===== config.mk =====
export PLATFORM = sky130hd
export DESIGN_NAME = scc_scan
export DESIGN_NICKNAME = d
export VERILOG_FILES = /design/src/hdl/scc_pkg.sv /design/src/hdl/scc_scan.sv
export VERILOG_INCLUDE_DIRS = /design/src /design/src/hdl
export SDC_FILE = /design/constraint.sdc
export NUM_CORES = 1
export LEC_CHECK = 0
export BUFFER_PORTS_ARGS = -buffer_cell sky130_fd_sc_hd__buf_2
export CORE_ASPECT_RATIO = 0.75
export CORE_MARGIN = 3
export CORE_UTILIZATION = 40
export DETAILED_ROUTE_END_ITERATION = 8
export PLACE_DENSITY = 0.7
export SKIP_LAST_GASP = 1
export SLEW_MARGIN = 20
export SYNTH_ARGS = -nofsm -noshare
export SYNTH_HDL_FRONTEND = slang
export SYNTH_SLANG_ARGS = --single-unit

===== constraint.sdc =====
create_clock -name clk -period 5.8 [get_ports clk]
set_clock_uncertainty 0.05 [all_clocks]
set_input_delay 0.87 -clock clk [delete_from_list [all_inputs] [get_ports clk]]
set_output_delay 0.87 -clock clk [all_outputs]
set_load 0.005 [all_outputs]

===== src/hdl/assert_macros.svh =====
// assertion macros used by the checker rtl
// expects signals clk and rst_n in the scope where a macro is used
`ifndef ASSERT_MACROS_SVH
`define ASSERT_MACROS_SVH

// property that must hold at every clock edge out of reset
`define SCC_ASSERT_ALWAYS(label, expr, msg) \
    label: assert property (@(posedge clk) disable iff (!rst_n) (expr)) else $error(msg);

// consequent must hold in the cycle after the antecedent
`define SCC_ASSERT_NEXT(label, ante, cons, msg) \
    label: assert property (@(posedge clk) disable iff (!rst_n) (ante) |=> (cons)) \
        else $error(msg);

`endif


===== src/hdl/scc_pkg.sv =====
// shared types and constants of the source completeness checker
// no dependencies
package scc_pkg;

    localparam int STACK_DEPTH_DEF = 32;

    localparam logic [7:0] CH_NUL    = 8'h00;
    localparam logic [7:0] CH_TAB    = 8'h09;
    localparam logic [7:0] CH_LF     = 8'h0A;
    localparam logic [7:0] CH_VT     = 8'h0B;
    localparam logic [7:0] CH_FF     = 8'h0C;
    localparam logic [7:0] CH_CR     = 8'h0D;
    localparam logic [7:0] CH_SPACE  = 8'h20;
    localparam logic [7:0] CH_QUOTE  = 8'h22;
    localparam logic [7:0] CH_LPAREN = 8'h28;
    localparam logic [7:0] CH_RPAREN = 8'h29;
    localparam logic [7:0] CH_SLASH  = 8'h2F;
    localparam logic [7:0] CH_SEMI   = 8'h3B;
    localparam logic [7:0] CH_LBRACE = 8'h7B;
    localparam logic [7:0] CH_RBRACE = 8'h7D;

    localparam logic [1:0] NL_RUN_MAX = 2'd3;

    typedef enum logic [1:0] {
        CLS_NONE  = 2'd0,
        CLS_TERM  = 2'd1,
        CLS_OTHER = 2'd2
    } char_class_t;

    typedef struct packed {
        logic [7:0] ch;
        logic       has_char;
        logic       last;
    } item_t;

    typedef struct packed {
        logic complete;
        logic overflow;
    } verdict_t;

    // command broadcast to every stack cell
    typedef struct packed {
        logic push;
        logic pop;
        logic push_bit;
    } stack_cmd_t;

endpackage


===== src/hdl/scc_scan.sv =====
// scanner: string, comment and slash modes, stack count, classes and verdict
// drives the cell row through a stack command; depends on scc_pkg
`include "assert_macros.svh"

module scc_scan #(
    parameter int STACK_DEPTH = scc_pkg::STACK_DEPTH_DEF
) (
    input  logic                 clk,
    input  logic                 rst_n,
    input  logic                 take,
    input  scc_pkg::item_t       item,
    input  logic                 top_bit,
    output scc_pkg::stack_cmd_t  cmd,
    output scc_pkg::verdict_t    verdict
);

    localparam int CntW = $clog2(STACK_DEPTH + 1);
    localparam logic [CntW-1:0] CntMax = CntW'(STACK_DEPTH);

    logic                 in_string_reg,  in_string_next;
    logic                 in_comment_reg, in_comment_next;
    logic                 slash_reg,      slash_next;
    logic [CntW-1:0]      count_reg,      count_next;
    scc_pkg::char_class_t class_reg,      class_next;
    logic                 mismatch_reg,   mismatch_next;
    logic [1:0]           nl_run_reg,     nl_run_next;
    logic                 overflow_reg,   overflow_next;

    logic       plain;
    logic       blank;
    logic       want;
    logic [7:0] c;

    assign c = item.ch;
    assign blank = (c == scc_pkg::CH_SPACE) || (c == scc_pkg::CH_TAB) ||
                   (c == scc_pkg::CH_LF) || (c == scc_pkg::CH_VT) ||
                   (c == scc_pkg::CH_FF) || (c == scc_pkg::CH_CR);
    assign want = (c == scc_pkg::CH_RBRACE);

    always_comb
    begin
        in_string_next  = in_string_reg;
        in_comment_next = in_comment_reg;
        slash_next      = slash_reg;
        count_next      = count_reg;
        class_next      = class_reg;
        mismatch_next   = mismatch_reg;
        nl_run_next     = nl_run_reg;
        overflow_next   = overflow_reg;
        cmd             = '0;
        plain           = 1'b0;

        if (take && item.has_char)
        begin
            if (c == scc_pkg::CH_LF)
            begin
                if (nl_run_reg != scc_pkg::NL_RUN_MAX)
                begin
                    nl_run_next = nl_run_reg + 2'd1;
                end
            end
            else
            begin
                nl_run_next = 2'd0;
            end

            if (mismatch_reg)
            begin
                plain = 1'b0;
            end
            else if (in_string_reg)
            begin
                if (c == scc_pkg::CH_QUOTE)
                begin
                    in_string_next = 1'b0;
                end
            end
            else if (in_comment_reg)
            begin
                if (c == scc_pkg::CH_LF)
                begin
                    in_comment_next = 1'b0;
                end
            end
            else if (slash_reg)
            begin
                slash_next = 1'b0;
                if (c == scc_pkg::CH_SLASH)
                begin
                    in_comment_next = 1'b1;
                end
                else
                begin
                    plain = 1'b1;
                end
            end
            else
            begin
                plain = 1'b1;
            end

            if (plain)
            begin
                if (c == scc_pkg::CH_SLASH)
                begin
                    slash_next = 1'b1;
                end
                else if ((c == scc_pkg::CH_RBRACE || c == scc_pkg::CH_RPAREN) &&
                         !(count_reg != '0 && top_bit == want))
                begin
                    // unmatched closer freezes everything but the newline count
                    mismatch_next = 1'b1;
                end
                else
                begin
                    if (c == scc_pkg::CH_QUOTE)
                    begin
                        in_string_next = 1'b1;
                    end
                    else if (c == scc_pkg::CH_LBRACE || c == scc_pkg::CH_LPAREN)
                    begin
                        if (count_reg < CntMax)
                        begin
                            cmd.push     = 1'b1;
                            cmd.push_bit = (c == scc_pkg::CH_LBRACE);
                            count_next   = count_reg + CntW'(1);
                        end
                        else
                        begin
                            overflow_next = 1'b1;
                        end
                    end
                    else if (c == scc_pkg::CH_RBRACE || c == scc_pkg::CH_RPAREN)
                    begin
                        cmd.pop    = 1'b1;
                        count_next = count_reg - CntW'(1);
                    end

                    if (!blank)
                    begin
                        if (c == scc_pkg::CH_NUL)
                        begin
                            class_next = scc_pkg::CLS_NONE;
                        end
                        else if (c == scc_pkg::CH_RBRACE || c == scc_pkg::CH_SEMI)
                        begin
                            class_next = scc_pkg::CLS_TERM;
                        end
                        else
                        begin
                            class_next = scc_pkg::CLS_OTHER;
                        end
                    end
                end
            end
        end

        verdict.complete = (nl_run_next == scc_pkg::NL_RUN_MAX) || mismatch_next ||
                           (!in_string_next && count_next == '0 &&
                            class_next != scc_pkg::CLS_OTHER);
        verdict.overflow = overflow_next;

        // end of source: everything returns to reset
        if (take && item.last)
        begin
            in_string_next  = 1'b0;
            in_comment_next = 1'b0;
            slash_next      = 1'b0;
            count_next      = '0;
            class_next      = scc_pkg::CLS_NONE;
            mismatch_next   = 1'b0;
            nl_run_next     = 2'd0;
            overflow_next   = 1'b0;
        end
    end

    always_ff @(posedge clk or negedge rst_n)
    begin
        if (!rst_n)
        begin
            in_string_reg  <= 1'b0;
            in_comment_reg <= 1'b0;
            slash_reg      <= 1'b0;
            count_reg      <= '0;
            class_reg      <= scc_pkg::CLS_NONE;
            mismatch_reg   <= 1'b0;
            nl_run_reg     <= 2'd0;
            overflow_reg   <= 1'b0;
        end
        else
        begin
            in_string_reg  <= in_string_next;
            in_comment_reg <= in_comment_next;
            slash_reg      <= slash_next;
            count_reg      <= count_next;
            class_reg      <= class_next;
            mismatch_reg   <= mismatch_next;
            nl_run_reg     <= nl_run_next;
            overflow_reg   <= overflow_next;
        end
    end

    `SCC_ASSERT_ALWAYS(a_count_bound, count_reg <= CntMax, "stack count above depth")
    `SCC_ASSERT_ALWAYS(a_push_pop_excl, !(cmd.push && cmd.pop), "push and pop together")
    `SCC_ASSERT_ALWAYS(a_modes_excl, !(in_string_reg && in_comment_reg),
                       "string and comment both open")
    `SCC_ASSERT_NEXT(a_clear_after_last, take && item.last,
                     count_reg == '0 && !mismatch_reg && !overflow_reg && !slash_reg,
                     "state not cleared after end of source")

endmodule


==> summary.md <==
| Metric | Value |
|---|---|
| Status | `complete, no violations` |
| Most common cell after layout, fill and taps aside | `nor2_1` |
| R2R Path Start | `count_reg[1]` |
| Simple-gate portion of the synthesized area | `0.3172` |
| Hold Vio Cnt, Final | `0` |
| Post-cts gate resize count | `0` |
| Layout Nets | `around 190` |
| Core area | `between 3000 and 4000 µm²` |
| Final setup vio count | `0` |
| Adder-cell area share of the yosys netlist | `0.02849` |
| Placed Area | `about 1400 µm²` |
| Post-DRT Antenna Nets | `0` |
| Worst setup SP type | `primary input` |
| Die Wd | `72.27 µm` |
| Drt drc | `0` |
| Num rows | `17` |
| Final min period | `approximately 4.3 ns` |
| Leakage | `between 0.6 and 0.7 nW` |
| First-pass GRT wire length | `around 5.5 mm` |
| Post-synthesis async set-or-reset flop share | `1.000` |
| Gr ovfl total | `0` |
| Wire length per cell | `around 16 µm` |
| Yosys reg bits | `15` |
| Ports | `19` |
| Max_cap viols | `0` |
| Design area | `1466 µm²` |
| Vias in the first global route | `roughly 1200` |
| DRT Pass-1 Iters | `4` |
| Largest area contributor in the netlist | `dfrtp_1` |
| Die Ht | `between 50 and 60 µm` |
| FF-to-FF setup slack | `3.01 ns` |
| YS warnings | `0` |
| Top_reg_cell synth | `dfrtp_1` |
| RSZ-0062 raised after global routing | `false` |
| IO Port Bufs | `18` |
| Hold_buf cts | `0` |
| Worst-path clk slew | `approximately 0.060 ns` |
| Slew margin rel. | `0.5029` |
| Initial Utilization | `0.4332` |
| Largest net degree at the start of global routing | `16` |
| Final Util | `0.4821` |
| Critical path type | `primary input to primary output` |
| Post-synth EDFFs | `0` |
| Full die area | `4025 µm²` |
| Fmax | `about 230 MHz` |
| WP data required | `4.88 ns` |
| Via count | `1279` |
| Placer Congestion | `approximately 0.92` |
| Hpwl dp | `2.608 mm` |
| Maximum vdd ir drop | `between 0.1 and 0.15 mV` |
| DR iter-0 viols | `roughly 130` |
| Crit share post-route | `0.7377` |
| CTS H-Tree Depth | `1` |
| Compound-gate portion of the synthesized area | `0.2868` |
| Maximum clock insertion buffer count | `2` |
| Main combinational cell family by area after synthesis | `simple AND/OR/NAND/NOR gates` |
| Worst-Skew Late Latency | `0.25 ns` |
| Syn nets | `approximately 170` |
| Syn_area_per_cell | `between 8 and 9 µm²` |
| GRT Overall Usage | `0.1669` |
| Cell count of the worst reg-to-reg path | `9` |
| Hold Path Class | `primary input to async pin` |
| Commonest cells after routing, fill and taps aside | `nor2_1, buf_2, dfrtp_1` |
| Clock Sink Count | `15` |
| Sequential-to-total area share from yosys stat | `0.2849` |
| Top cell type's share of synthesized area | `0.2849` |
| Post-synthesis xor/xnor area fraction | `0.03229` |
| Synth Instances | `between 150 and 200` |
| Area Overhead vs Synth | `11.30%` |
| Vias per cell | `approximately 6.2` |
| Power, Total | `0.2974 mW` |
| Critical Path AT | `about 3.4 ns` |
| Root Driver | `clkbuf_8` |
| Max FFs per register | `6` |
| Initial antenna violation count | `0` |
| Power per standard cell area | `202.8 nW/µm²` |
| ANT cells | `0` |
| FF-to-FF End | `count_reg[1]` |
| Crit. End Element | `primary output` |
| Setup Buffers After CTS | `0` |
| WL final | `3.271 mm` |
| Total CTS buffers | `3` |
| CTS tree | `built` |
| Main area contributors after synthesis | `dfrtp_1, nor2_1, a21oi_1, ha_1, o211ai_1` |
| Synth cell types | `slightly below 60` |
| Mux contribution to synthesized area | `0.007597` |
| Worst-margin pin slew | `about 0.75 ns` |
| Crit Path Max Fanout | `11` |
| Share of layout cells above drive strength 1 | `0.1905` |
| Slew Limit Fails | `0` |
| TNS Setup | `0 ns` |
| Mapped Area | `about 1300 µm²` |
==> metrics by stage <==
step                      instances  hold WS [ns]  worst slack [ns]
after floorplan                 152        0.4292             2.080
after global placement          202        0.4633             1.594
after detailed placement        202        0.4719             1.546
after CTS                       206        0.4745             1.537
after global routing            206        0.4867             1.328
final                           206        0.4680             1.521
==> worst max-delay path, cell delays in order <==
cell	delay (ns)
buf_2	0.16
or4_4	0.55
a211oi_1	0.49
nand2_1	0.21
a221oi_2	0.29
xnor2_1	0.19
o2111ai_1	0.21
o31ai_2	0.23
buf_2	0.15
==> layer usage <==
layer  global-route usage  share of wire  vias to the layer above
met3              0.03791          0.052                        2
met4              0.04290         0.0031                        0
li1                     -              -                      610
met1               0.2428           0.47                      631
met5                    0              0                        -
met2               0.2464           0.47                       36
==> final cells by class <==
type | count | area (µm²)
inverter | 6 | 22.52
fill | 299 | 1575
sequential | 15 | 375.4
multi-input combinational | 125 | 885.9
tap | 38 | 47.55
timing repair buffer | 18 | 90.09
clock buffer | 4 | 45.04
==> power breakdown <==
group | leakage [nW] | switching, mW | internal (mW)
clock | 0.0228 | 0.0346 | 0.0486
combinational | 0.383 | 0.0561 | 0.0396
sequential | 0.205 | 0.00805 | 0.110
total | 0.611 | 0.0988 | 0.199
==> cell families after synthesis <==
logic type                 after synthesis
DFF                                     15
and+or+nand+nor                         72
AOI/OAI and AO/OA                       45
muxes                                    1
buffers and inverters                   12
adders and majority gates                3
xor gates and xnor gates                 4
==> worst max path at each step <==
stage | startpoint | end | slack (ns) | cells after the start
after floorplan | item[3] | verdict[1] | 2.08 | 8
after global placement | item[8] | verdict[1] | 1.59 | 9
after detailed placement | item[3] | verdict[1] | 1.55 | 9
after CTS | item[3] | verdict[1] | 1.54 | 9
after global routing | item[3] | verdict[1] | 1.33 | 9
final | item[3] | verdict[1] | 1.52 | 9
==> synthesized netlist by cell type, types with 4 or more instances <==
cell type / number
inv_1: 6
nor2_1: 21
a21oi_1: 8
and3_1: 4
nand2_1: 6
dfrtp_1: 15
nor2b_1: 5
nor3_1: 6
o211ai_1: 5
No activity file was read; power rests on OpenSTA's default activity.
